===== src/sv/absyn_pkg.sv =====
// Package: constants, tables and register codes of the additive bell synthesizer.
`timescale 1ns / 1ps

package absyn_pkg;

  localparam int unsigned STEP_W     = 24;
  localparam int unsigned INTERVAL_W = 17;
  localparam int unsigned ENV_W      = 16;
  localparam int unsigned SAMPLE_W   = 16;

  // Only the first four partials have nonzero amplitude.
  localparam int unsigned MAX_PARTIALS = 4;

  // Shared multiplier operand widths (signed).
  localparam int unsigned MUL_A_W = 35;
  localparam int unsigned MUL_B_W = 27;

  // Reciprocal scale for the final constant division.
  localparam int unsigned RECIP_SHIFT = 26;

  // Envelope amplitudes, Q1.15.
  localparam logic [ENV_W-1:0] AMP [MAX_PARTIALS] = '{
    16'd32768, 16'd16384, 16'd9830, 16'd4915
  };

  // Per-partial decay factors, Q0.16.
  localparam logic [15:0] DECAY [MAX_PARTIALS] = '{
    16'd64780, 16'd64280, 16'd63661, 16'd61840
  };

  localparam logic [STEP_W-1:0] STEP_RESET [MAX_PARTIALS] = '{
    24'd334783, 24'd669567, 24'd924078, 24'd1807830
  };

  localparam logic [INTERVAL_W-1:0] INTERVAL_RESET = 17'd66150;
  localparam logic [INTERVAL_W-1:0] ELAPSED_MAX    = 17'h1FFFF;

  // Quarter-wave polynomial coefficients.
  localparam logic [15:0] SIN_A = 16'd51472;
  localparam logic [15:0] SIN_B = 16'd21167;
  localparam logic [15:0] SIN_C = 16'd2463;

  // Register indexes (byte address = 4 * index).
  localparam logic [2:0] REG_STEP_FUND   = 3'd0;
  localparam logic [2:0] REG_STEP_OCTAVE = 3'd1;
  localparam logic [2:0] REG_STEP_TIERCE = 3'd2;
  localparam logic [2:0] REG_STEP_QUINT  = 3'd3;
  localparam logic [2:0] REG_INTERVAL    = 3'd4;

endpackage


===== src/sv/additive_bell_synth_top.sv =====
// Top level: additive bell synthesizer with one shared multiplier under a sequencer.
`timescale 1ns / 1ps

// Usage
//   Input channel (in_valid_i/in_ready_o, volume_delta_i): one transfer asks for one
//   audio frame; the delta is applied to the volume level before the frame is mixed.
//   Output channel (out_valid_o/out_ready_i, sample_o, strike_o): one transfer per frame.
//   APB port: phase steps of the four partials at 0x00..0x0C, retrigger interval at
//   0x10. Write only while no frame is in flight.
// Timing
//   One 35x27 multiplier does all work: five products per partial for sine and mix,
//   three for the final gain and constant division, plus one per partial for the
//   envelope decay on the first frame of a buffer where decay applies.
//   Up to four partials are active. A new frame is taken only once the previous one
//   has left the sequencer; in_ready_o is high only when idle.
// Reset
//   Phases and counters clear, envelopes load full amplitude, volume is four and the
//   registers take their defaults; the first frame raises no strike, as elapsed starts below the interval.
// Stall
//   The result sits in an output register, so the next frame is accepted while it
//   waits; a finished frame holds in the last step until that register frees up.

module additive_bell_synth_top
  import absyn_pkg::*;
#(
  parameter int PARTIALS          = 4,
  parameter int FRAMES_PER_BUFFER = 256,
  parameter int VOLUME_MAX        = 20,
  parameter int SINE_TABLE_BITS   = 10,
  parameter int PHASE_BITS        = 24
) (
  input  logic                       clk_i,
  input  logic                       rst_ni,
  input  logic                       in_valid_i,
  output logic                       in_ready_o,
  input  logic signed [5:0]          volume_delta_i,
  output logic                       out_valid_o,
  input  logic                       out_ready_i,
  output logic signed [SAMPLE_W-1:0] sample_o,
  output logic                       strike_o,
  input  logic                       psel,
  input  logic                       penable,
  input  logic                       pwrite,
  input  logic [4:0]                 paddr,
  input  logic [31:0]                pwdata,
  output logic [31:0]                prdata,
  output logic                       pready
);

  localparam int NP        = (PARTIALS > int'(MAX_PARTIALS)) ? int'(MAX_PARTIALS) : PARTIALS;
  localparam int KW        = (NP > 1) ? $clog2(NP) : 1;
  localparam int FW        = (FRAMES_PER_BUFFER > 1) ? $clog2(FRAMES_PER_BUFFER) : 1;
  localparam int VW        = $clog2(VOLUME_MAX + 1);
  localparam int GW        = VW + 15;
  localparam int DIVISOR   = 2 * VOLUME_MAX;
  localparam int RECIP     = (1 << RECIP_SHIFT) / DIVISOR;
  localparam int SAT_LIMIT = 32768 * DIVISOR;
  localparam int PW        = SINE_TABLE_BITS - 1;
  localparam int QLEN      = 1 << (SINE_TABLE_BITS - 2);

  typedef enum logic [3:0] {
    ST_IDLE,
    ST_DECAY,
    ST_SQ,
    ST_T1,
    ST_T2,
    ST_Y,
    ST_MIX,
    ST_NUM,
    ST_REC,
    ST_CORR
  } state_e;

  state_e                   state_q;
  logic [KW-1:0]            k_q;
  logic [PHASE_BITS-1:0]    phase_q [NP];
  logic [ENV_W-1:0]         env_q [NP];
  logic [STEP_W-1:0]        step_q [MAX_PARTIALS];
  logic [INTERVAL_W-1:0]    interval_q;
  logic [INTERVAL_W-1:0]    elapsed_q;
  logic [FW-1:0]            fib_q;
  logic [VW-1:0]            vol_q;
  logic [GW-1:0]            g_q;
  logic                     strike_pend_q;
  logic signed [35:0]       mix_q;
  logic [15:0]              x_q;
  logic [15:0]              x2_q;
  logic [15:0]              t_q;
  logic signed [15:0]       s_q;
  logic                     sneg_q;
  logic [22:0]              q1_q;
  logic                     sat_q;
  logic                     mneg_q;
  logic [14:0]              est_q;
  logic                     out_valid_q;
  logic signed [SAMPLE_W-1:0] sample_q;
  logic                     strike_q;

  logic                     cfg_wr;
  logic                     in_xfer;
  logic                     out_stall;
  logic                     last_part;
  logic                     boundary;
  logic                     retrig;
  logic                     decay_go;
  logic signed [7:0]        vol_ext;
  logic signed [7:0]        dlt_ext;
  logic signed [7:0]        vol_sum;
  logic [VW-1:0]            vol_new;
  logic [INTERVAL_W-1:0]    elapsed_inc;
  logic [PHASE_BITS-1:0]    phase_sel;
  logic [PHASE_BITS-1:0]    step_sel;
  logic [SINE_TABLE_BITS-1:0] idx;
  logic [PW-1:0]            pos_m;
  logic [15:0]              x_val;
  logic [16:0]              y_raw;
  logic [14:0]              y_cap;
  logic [35:0]              mix_abs;
  logic [21:0]              rem;
  logic [14:0]              est_fix;
  logic [14:0]              mag;
  logic signed [MUL_A_W-1:0] mul_a;
  logic signed [MUL_B_W-1:0] mul_b;
  logic signed [61:0]       prod;

  assign pready      = 1'b1;
  assign cfg_wr      = psel && penable && pwrite && pready;
  assign in_ready_o  = (state_q == ST_IDLE);
  assign in_xfer     = in_valid_i && in_ready_o;
  assign out_stall   = out_valid_q && !out_ready_i;
  assign out_valid_o = out_valid_q;
  assign sample_o    = sample_q;
  assign strike_o    = strike_q;
  assign last_part   = (k_q == KW'(NP - 1));

  always_comb begin
    unique case (paddr[4:2])
      REG_STEP_FUND:   prdata = 32'(step_q[0]);
      REG_STEP_OCTAVE: prdata = 32'(step_q[1]);
      REG_STEP_TIERCE: prdata = 32'(step_q[2]);
      REG_STEP_QUINT:  prdata = 32'(step_q[3]);
      REG_INTERVAL:    prdata = 32'(interval_q);
      default:         prdata = '0;
    endcase
  end

  // Frame setup decisions, taken on the input transfer.
  always_comb begin
    vol_ext  = signed'(8'(vol_q));
    dlt_ext  = 8'(volume_delta_i);
    vol_sum  = vol_ext + dlt_ext;
    if (vol_sum < 8'sd0) begin
      vol_new = '0;
    end else if (vol_sum > signed'(8'(VOLUME_MAX))) begin
      vol_new = VW'(VOLUME_MAX);
    end else begin
      vol_new = VW'(vol_sum);
    end
    boundary    = (fib_q == '0);
    retrig      = boundary && (elapsed_q >= interval_q);
    decay_go    = boundary && !retrig && (elapsed_q != '0);
    elapsed_inc = (elapsed_q == ELAPSED_MAX) ? elapsed_q : elapsed_q + 1'b1;
  end

  // Sine argument: quadrant fold of the top phase bits.
  always_comb begin
    phase_sel = phase_q[k_q];
    step_sel  = PHASE_BITS'(step_q[2'(k_q)]);
    idx       = phase_sel[PHASE_BITS-1 -: SINE_TABLE_BITS];
    if (idx[SINE_TABLE_BITS-2]) begin
      pos_m = PW'(QLEN) - PW'(idx[SINE_TABLE_BITS-3:0]);
    end else begin
      pos_m = PW'(idx[SINE_TABLE_BITS-3:0]);
    end
    x_val = 16'(pos_m) << (17 - SINE_TABLE_BITS);
  end

  // Shared multiplier operand select.
  always_comb begin
    mix_abs = mix_q[35] ? 36'(-mix_q) : 36'(mix_q);
    mul_a   = '0;
    mul_b   = '0;
    unique case (state_q)
      ST_DECAY: begin
        mul_a = MUL_A_W'(env_q[k_q]);
        mul_b = MUL_B_W'(DECAY[2'(k_q)]);
      end
      ST_SQ: begin
        mul_a = MUL_A_W'(x_val);
        mul_b = MUL_B_W'(x_val);
      end
      ST_T1: begin
        mul_a = MUL_A_W'(x2_q);
        mul_b = MUL_B_W'(SIN_C);
      end
      ST_T2: begin
        mul_a = MUL_A_W'(x2_q);
        mul_b = MUL_B_W'(t_q);
      end
      ST_Y: begin
        mul_a = MUL_A_W'(x_q);
        mul_b = MUL_B_W'(t_q);
      end
      ST_MIX: begin
        mul_a = MUL_A_W'(env_q[k_q]);
        mul_b = MUL_B_W'(s_q);
      end
      ST_NUM: begin
        mul_a = MUL_A_W'(mix_abs[34:0]);
        mul_b = MUL_B_W'(g_q);
      end
      ST_REC: begin
        mul_a = MUL_A_W'(q1_q);
        mul_b = MUL_B_W'(RECIP);
      end
      ST_CORR: begin
        mul_a = MUL_A_W'(est_q);
        mul_b = MUL_B_W'(DIVISOR);
      end
      default: begin
        mul_a = '0;
        mul_b = '0;
      end
    endcase
    prod = mul_a * mul_b;
  end

  // Post-processing of the product.
  always_comb begin
    y_raw   = prod[31:15];
    y_cap   = (y_raw > 17'd32767) ? 15'h7FFF : y_raw[14:0];
    rem     = q1_q[21:0] - prod[21:0];
    est_fix = (rem >= 22'(DIVISOR)) ? est_q + 1'b1 : est_q;
    mag     = sat_q ? 15'h7FFF : est_fix;
  end

  always_ff @(posedge clk_i or negedge rst_ni) begin
    if (!rst_ni) begin
      state_q       <= ST_IDLE;
      k_q           <= '0;
      for (int i = 0; i < NP; i++) begin
        phase_q[i] <= '0;
        env_q[i]   <= AMP[i];
      end
      for (int i = 0; i < int'(MAX_PARTIALS); i++) begin
        step_q[i] <= STEP_RESET[i];
      end
      interval_q    <= INTERVAL_RESET;
      elapsed_q     <= '0;
      fib_q         <= '0;
      vol_q         <= VW'(4);
      g_q           <= '0;
      strike_pend_q <= 1'b0;
      mix_q         <= '0;
      x_q           <= '0;
      x2_q          <= '0;
      t_q           <= '0;
      s_q           <= '0;
      sneg_q        <= 1'b0;
      q1_q          <= '0;
      sat_q         <= 1'b0;
      mneg_q        <= 1'b0;
      est_q         <= '0;
      out_valid_q   <= 1'b0;
      sample_q      <= '0;
      strike_q      <= 1'b0;
    end else begin
      g_q <= GW'({vol_q, 15'b0}) - GW'(vol_q);

      if (cfg_wr) begin
        unique case (paddr[4:2])
          REG_STEP_FUND:   step_q[0]  <= pwdata[STEP_W-1:0];
          REG_STEP_OCTAVE: step_q[1]  <= pwdata[STEP_W-1:0];
          REG_STEP_TIERCE: step_q[2]  <= pwdata[STEP_W-1:0];
          REG_STEP_QUINT:  step_q[3]  <= pwdata[STEP_W-1:0];
          REG_INTERVAL:    interval_q <= pwdata[INTERVAL_W-1:0];
          default: ;
        endcase
      end

      // ST_CORR reloads the output register itself
      if (out_valid_q && out_ready_i && (state_q != ST_CORR)) begin
        out_valid_q <= 1'b0;
      end

      unique case (state_q)
        ST_IDLE: begin
          if (in_xfer) begin
            vol_q         <= vol_new;
            strike_pend_q <= retrig;
            mix_q         <= '0;
            k_q           <= '0;
            elapsed_q     <= retrig ? INTERVAL_W'(1) : elapsed_inc;
            fib_q         <= (fib_q == FW'(FRAMES_PER_BUFFER - 1)) ? '0 : fib_q + 1'b1;
            if (retrig) begin
              for (int i = 0; i < NP; i++) begin
                phase_q[i] <= '0;
                env_q[i]   <= AMP[i];
              end
            end
            state_q <= decay_go ? ST_DECAY : ST_SQ;
          end
        end
        ST_DECAY: begin
          env_q[k_q] <= prod[31:16];
          if (last_part) begin
            k_q     <= '0;
            state_q <= ST_SQ;
          end else begin
            k_q <= k_q + 1'b1;
          end
        end
        ST_SQ: begin
          x_q     <= x_val;
          sneg_q  <= idx[SINE_TABLE_BITS-1];
          x2_q    <= prod[30:15];
          state_q <= ST_T1;
        end
        ST_T1: begin
          t_q     <= SIN_B - prod[30:15];
          state_q <= ST_T2;
        end
        ST_T2: begin
          t_q     <= SIN_A - prod[30:15];
          state_q <= ST_Y;
        end
        ST_Y: begin
          s_q     <= sneg_q ? -signed'(16'(y_cap)) : signed'(16'(y_cap));
          state_q <= ST_MIX;
        end
        ST_MIX: begin
          mix_q        <= mix_q + signed'(prod[35:0]);
          phase_q[k_q] <= phase_sel + step_sel;
          if (last_part) begin
            k_q     <= '0;
            state_q <= ST_NUM;
          end else begin
            k_q     <= k_q + 1'b1;
            state_q <= ST_SQ;
          end
        end
        ST_NUM: begin
          q1_q    <= prod[52:30];
          sat_q   <= (prod[52:30] >= 23'(SAT_LIMIT));
          mneg_q  <= mix_q[35];
          state_q <= ST_REC;
        end
        ST_REC: begin
          est_q   <= prod[RECIP_SHIFT+14:RECIP_SHIFT];
          state_q <= ST_CORR;
        end
        ST_CORR: begin
          if (!out_stall) begin
            sample_q    <= mneg_q ? -signed'({1'b0, mag}) : signed'({1'b0, mag});
            strike_q    <= strike_pend_q;
            out_valid_q <= 1'b1;
            state_q     <= ST_IDLE;
          end
        end
        default: state_q <= ST_IDLE;
      endcase
    end
  end

endmodule

===== config.mk =====
export PLATFORM = sky130hd
export DESIGN_NAME = additive_bell_synth_top
export DESIGN_NICKNAME = d
export VERILOG_FILES = /design/src/sv/absyn_pkg.sv /design/src/sv/additive_bell_synth_top.sv
export SDC_FILE = /design/constraint.sdc
export NUM_CORES = 2
export LEC_CHECK = 0
export ABC_AREA = 0
export BUFFER_PORTS_ARGS = -buffer_cell sky130_fd_sc_hd__buf_2
export CAP_MARGIN = 25
export CORE_ASPECT_RATIO = 1.5
export CORE_UTILIZATION = 40
export DETAILED_ROUTE_END_ITERATION = 7
export HOLD_SLACK_MARGIN = 0.15
export PLACE_DENSITY = 0.6
export SKIP_LAST_GASP = 1
export SLEW_MARGIN = 20
export SYNTH_ARGS = -nofsm -noshare
export SYNTH_HDL_FRONTEND = slang
export SYNTH_SLANG_ARGS = --single-unit

===== constraint.sdc =====
create_clock -name clk_i -period 20.6 [get_ports clk_i]
set_clock_uncertainty 0.1 [all_clocks]
set_input_delay 0 -clock clk_i [delete_from_list [all_inputs] [get_ports clk_i]]
set_output_delay 0 -clock clk_i [all_outputs]
set_load 0.005 [all_outputs]

* Yosys cells after proc, flatten, opt, wreduce, memory -nomap -nowiden
Index checks and enable logic that the tools add are counted.
Storage, ports and cells: register bits 482, input port bits 50, output and inout port bits 52, word-level logic and storage cells 171
Operators by class: $add $sub $neg 15, multipliers 1, order comparisons 8, eq/ne operators 22, mux-type cells 54, bitwise gates (word level) 2, reduce and logical (&&, ||, !) cells 36
Operators with widths (count):
- one-hot mux 35 bit (7 select lines) | 1
- one-hot mux 27 bit (8 select lines) | 1
- 2-to-1 mux 96 bit | 2
- one-hot mux 96 bit (2 select lines) | 1
- 2-to-1 mux 64 bit | 2
- one-hot mux 64 bit (2 select lines) | 1
- 2-to-1 mux 24 bit | 5
- one-hot mux 24 bit (5 select lines) | 1
- 2-to-1 mux 16 bit | 7
- binary-select mux 24 bit (select 2 bit) | 2
- bitwise mux 96 bit | 1
- one-hot mux 36 bit (2 select lines) | 1
- binary-select mux 16 bit (select 2 bit) | 2
- bitwise mux 64 bit | 1
- multiplier 35 x 27 -> 53 bit | 1
- demux 24 bit (select 2 bit) | 1
- 2-to-1 mux 15 bit | 3
- one-hot mux 4 bit (10 select lines) | 1
- adder 36 bit | 1
- 2-to-1 mux 36 bit | 1
- 2-to-1 mux 35 bit | 1
- negation 35 bit | 1
- 2-to-1 mux 17 bit | 2
- demux 16 bit (select 2 bit) | 1
- other kinds (54) | 97

* Logic depth before layout (Yosys ltp)
depth in word-level cells 14, mapped depth 53, gate-level depth less buffers 49

* Worst setup path before layout
Ideal clock, no wire load.
path type reg2reg, from register k_q[0], to register sample_q[14], in the netlist sample_o[14], setup time 132 ps, data arrival time 12267 ps, required time 20368 ps, setup slack 8101 ps, cell stages (with the launch flop) 47, path buffers 7, period minus slack after synthesis 12499 ps, cell sequence dfrtp_1 > clkbuf_1 > clkbuf_1 > clkbuf_1 > clkbuf_1 > buf_1 > inv_1 > ha_1 > nand2_1 > nand4_1 > and2_1 > fa_1 > fa_1 > fa_1 > ha_1 > inv_1 > fa_1 > inv_1 > [... 11 more ...] > clkbuf_1 > ha_1 > nand2b_1 > o2111ai_1 > a221oi_1 > o2111ai_1 > nor4b_2 > o2111ai_1 > a311oi_4 > nand2_2 > buf_6 > mux2_2 > nor2_1 > ha_1 > nand4bb_1 > o41ai_1 > xor2_1 > o21ai_1
On the way: cells in the longest elaborated chain, start to end 14, elaborated cells on any way between the ends 21, classes of those cells add/sub (3); mul (1); order compare (1); mux (15); bitwise (1)
Ends and longest elaborated chain:
- start: declaration | RTL line additive_bell_synth_top.sv:75 | logic [KW-1:0] k_q;
- start signal: assignment | RTL line additive_bell_synth_top.sv:310 | k_q <= k_q + 1'b1;
- start signal: assignment | RTL line additive_bell_synth_top.sv:338 | k_q <= k_q + 1'b1;
- inverter 2 -> 3 bit (not written as such) (*)
- binary-select mux 24 bit (select 2 bit) | RTL line additive_bell_synth_top.sv:167 | phase_sel = phase_q[k_q];
- 2-to-1 mux 24 bit (not written as such) (2 in series) | RTL line additive_bell_synth_top.sv:167
- subtractor 9 x 8 -> 9 bit | RTL line additive_bell_synth_top.sv:171 | pos_m = PW'(QLEN) - PW'(idx[SINE_TABLE_BITS-3:0]);
- 2-to-1 mux 9 bit | RTL line additive_bell_synth_top.sv:170 | if (idx[SINE_TABLE_BITS-2]) begin
- one-hot mux 27 bit (8 select lines) / one-hot mux 35 bit (7 select lines) (equally long branches) | RTL line additive_bell_synth_top.sv:183 | unique case (state_q)
- multiplier 35 x 27 -> 53 bit (*) | RTL line additive_bell_synth_top.sv:225 | prod = mul_a * mul_b;
- subtractor 22 bit (*) | RTL line additive_bell_synth_top.sv:232 | rem = q1_q[21:0] - prod[21:0];
- >= comparator 22 x 6 -> 1 bit (*) | RTL line additive_bell_synth_top.sv:233 | est_fix = (rem >= 22'(DIVISOR)) ? est_q + 1'b1 : est_q;
- 2-to-1 mux 15 bit (*) | RTL line additive_bell_synth_top.sv:233
- 2-to-1 mux 15 bit (*) | RTL line additive_bell_synth_top.sv:234 | mag = sat_q ? 15'h7FFF : est_fix;
- negation 15 -> 16 bit | RTL line additive_bell_synth_top.sv:354 | sample_q <= mneg_q ? -signed'({1'b0, mag}) : signed'({1'b0, mag});
- 2-to-1 mux 16 bit (*) | RTL line additive_bell_synth_top.sv:354
- end signal: assignment | RTL line additive_bell_synth_top.sv:354
- end: declaration | RTL line additive_bell_synth_top.sv:96 | logic signed [SAMPLE_W-1:0] sample_q;
Mark *: on every way between the ends. The rest lies on a longest branch, timed or not. The select of a mux whose other input is x is not followed. A chain may end at the register's enable or synchronous reset.

* Worst setup path after layout
from register state_q[3], to register sample_q[14], in the netlist sample_o[14]
On the way: cells in the longest elaborated chain, start to end 10, elaborated cells on any way between the ends 22, classes of those cells add/sub (2); mul (1); order compare (1); eq/ne (9); mux (5); reduce/logical (4)
Ends and longest elaborated chain:
- start: declaration | RTL line additive_bell_synth_top.sv:74 | state_e state_q;
- start signal: assignment | RTL line additive_bell_synth_top.sv:301 | state_q <= decay_go ? ST_DECAY : ST_SQ;
- equality test 4 x 3 -> 1 bit, or another cell as far along | RTL line additive_bell_synth_top.sv:183
- OR reduction 2 bit (no line)
- one-hot mux 27 bit (8 select lines) / one-hot mux 35 bit (7 select lines) (equally long branches) | RTL line additive_bell_synth_top.sv:183
- multiplier 35 x 27 -> 53 bit | RTL line additive_bell_synth_top.sv:225
- subtractor 22 bit | RTL line additive_bell_synth_top.sv:232
- >= comparator 22 x 6 -> 1 bit | RTL line additive_bell_synth_top.sv:233
- 2-to-1 mux 15 bit | RTL line additive_bell_synth_top.sv:233
- 2-to-1 mux 15 bit | RTL line additive_bell_synth_top.sv:234
- negation 15 -> 16 bit | RTL line additive_bell_synth_top.sv:354
- 2-to-1 mux 16 bit | RTL line additive_bell_synth_top.sv:354
Parallel ways exist; a longest one is shown, timed or not.

==> results.toml <==
[critical_path]
cpMaxStageDelayCell = "nor3_2"
rrSetupSlack_ns = 6.73
cpPeakStageDelay_ns = 0.93
crit_type = "reg2reg"
r2r-start = "state_q[3]"
arrival_ns = 14.28
path_common_cell = "inv_1"
startpoint = "state_q[3]"
crit_required_ns = 21.02
critPathLaunchType = "register"
worst_setup_path_end_kind = "register"
crit_path_max_fanout = 19

[placed_design]
dp_hpwl_mm = 134
place_congestion = 0.963
dpl_cell_area_um2 = 59200
port_buffers = 82

[sta]
finalMaxSlewViolations = 0
max_freq_ghz = 0.0721
layout_min_cycle_time_ns = 13.87
rsz0062_at_grt = "false"
hold_viol = 0
slew_headroom = 0.258
post-route-period-util = 0.673
finalSetupViolCount = 0
fin_tns_setup_ns = 0
max_slew.worst_pin.slew_ns = 1.11

[grt]
grtUsageMet1 = 0.285
grt-busiest-layer = "met2"
grt_pass1_vias = 46000
grt_max_degree = 85
grt_pass1_wl_mm = 272
grt_overflow = 0
grt_usage = 0.252
antenna_found_initial = 2
grt_use_met2 = 0.458
globalRouteMet3Util = 0.0230

[die]
start_util = 0.403
coreArea_um2 = 140000
die_h_um = 461
die_x_um = 308
top_level_ports = 102
num_rows = 168
die_area_um2 = 142000

[detailed_routing]
wl_per_cell_um = 21.7
route.detailed.drc = 0
drtIter0Drc = 2655
ant_nets = 0
firstDrtPassIters = 8
via_per_inst = 5.39
num_vias = 43200
wl_mm = 174

[cells_and_area]
area_delta_synth_final_pct = 9.28
post-route-cell-area_um2 = 61500
n_fill_cell = 13600
nNetsFinal = 7290
layout-drive-gt1-share = 0.102

[clocking]
cts_tree = "built"
cts_setup_buffers = 0
insertion_delay_ns = 0.64
htreeDepth = 2
cts_buffer_depth = 3
clkTransAtPathRegs_ns = 0.06
cts_buffers = 45
cts-root-buf = "clkbuf_16"
cts_num_sinks = 476

[synth]
syn_area_um2 = 56300
ys.warnings.count = 0
synth-edff-count = 0
synth.distinct_cells = 98
synth-seq-cells = 476
yosysSeqAreaShare = 0.213
ys.flop_type = "dfrtp_1"
netlist_instances = 6012
async_flop_share = 1.00
synth_area_per_cell_um2 = 9.36

[worst_hold_path]
hold_start = "pwrite"
min_path_type = "in2reg"

[status]
status = "finished, final reports clean"

[run]
max_cap_violations = 0
==> sequential cells by signal, summed over array words and instances, names as in the netlist, 15 cells and up <==
name / cells
s_q: 16
sample_o: 16
env_q: 64
mix_q: 36
t_q: 16
elapsed_q: 17
interval_q: 17
q1_q: 23
phase_q: 96
x2_q: 16
est_q: 15
step_q: 96
==> area by class of cell <==
| cell class | instances | area (um2) | area share |
|---|---|---|---|
| Antenna cell | 1 | 2.50 | 0.0000407 |
| Clock buffer | 69 | 1340 | 0.0217 |
| Clock inverter | 15 | 168 | 0.00273 |
| Inverter | 1026 | 3850 | 0.0627 |
| Multi-Input combinational cell | 4281 | 39700 | 0.645 |
| Sequential cell | 476 | 12000 | 0.195 |
| Tap cell | 1870 | 2340 | 0.0381 |
| Timing Repair Buffer | 272 | 2110 | 0.0343 |
==> cells in the final DEF, fill, tap and decap left out, types with 14 or more instances in the layout <==
master | Yosys | routed
nor2_1 | 252 | 246
xor2_1 | 104 | 103
a22oi_1 | 47 | 47
or3_1 | 20 | 20
nor2b_1 | 29 | 27
o211ai_1 | 17 | 17
clkbuf_16 | 0 | 45
o22ai_1 | 166 | 166
or2_2 | 17 | 17
o21ai_1 | 19 | 21
nand2b_1 | 38 | 38
dlygate4sd3_1 | 0 | 68
inv_1 | 1023 | 1023
conb_1 | 2 | 83
and3_1 | 16 | 16
nand2_1 | 1051 | 1049
mux2_2 | 136 | 136
mux4_2 | 71 | 71
xnor2_1 | 121 | 118
o31ai_1 | 23 | 23
o21bai_1 | 16 | 16
a21oi_1 | 135 | 134
fa_1 | 859 | 859
nand4_1 | 20 | 20
o21ai_0 | 237 | 233
dfrtp_1 | 402 | 400
nor3_1 | 52 | 49
nand3_1 | 78 | 76
a21o_1 | 67 | 66
dfstp_2 | 74 | 74
and2_1 | 70 | 70
buf_4 | 9 | 115
a222oi_1 | 14 | 14
a31oi_1 | 18 | 18
ha_1 | 279 | 279
buf_2 | 4 | 81
o21a_1 | 26 | 26
==> synthesized netlist by cell type (78+ instances only) <==
library cell  number  area (um2)
nand2_1         1051        3950
xor2_1           104         911
dfrtp_1          402       10100
xnor2_1          121        1060
ha_1             279        3490
clkbuf_1         269        1010
o21ai_0          237        1190
fa_1             859       17200
nand3_1           78         390
mux2_2           136        1530
nor2_1           252         946
a21oi_1          135         676
o22ai_1          166        1040
inv_1           1023        3840
==> cells by family (layout without fill, tap and decap cells) <==
group / count (synthesis) / count (layout) / synth area share
simple gates: 1708 / 1708 / 0.131
buf+inv: 1336 / 1382 / 0.0901
fa+ha+maj: 1139 / 1139 / 0.368
compound gates: 907 / 907 / 0.104
flops: 476 / 476 / 0.213
xor+xnor: 226 / 226 / 0.0355
mux: 218 / 218 / 0.0576
other cells: 2 / 84 / 0.000134
==> routing by layer <==
layer  wire (um)  share of wire
met1       63400           0.36
met2       90900           0.52
met3        7420          0.043
met4       12400          0.071
met5           0              0
==> final timing paths <==
kind                                 end  cells past startpoint
hold reg to reg            strike_pend_q                      1
hold / removal                step_q[49]                      7
setup reg to reg            sample_o[14]                     47
min in group asynchronous     step_q[80]                      3
max in group asynchronous         k_q[0]                      5
setup / recovery            sample_o[14]                     47
==> critical path: cells and delay by family (launching register included) <==
family | cells | cell delay (ns)
xor+xnor | 2 | 0.34
flops | 1 | 0.78
fa+ha+maj | 10 | 4.10
buf+inv | 9 | 1.25
mux | 1 | 0.36
compound gates | 9 | 2.50
simple gates | 16 | 4.30
==> what timing repair did <==
action,CTS,global route
hold buffers,69,0
endpoints found under the setup margin,0,0
resized for setup,0,0
hold endpoints to repair,507,0
==> per-stage QoR <==
| stage | hold WS (ns) | setup WS [ns] | instances | utilization |
|---|---|---|---|---|
| after floorplan | -0.396 | 8.10 | 6093 | - |
| after global placement | -0.124 | 6.81 | 7850 | 0.424 |
| after detailed placement | -0.125 | 6.77 | 7853 | 0.424 |
| after CTS | 0.167 | 6.76 | 8006 | 0.440 |
| after global routing | 0.264 | 6.03 | 8010 | 0.440 |
| final | 0.219 | 6.73 | 8010 | 0.440 |
Power is not shown: default switching activity piles up to over one toggle a cycle in this logic, so the estimate is an artifact.
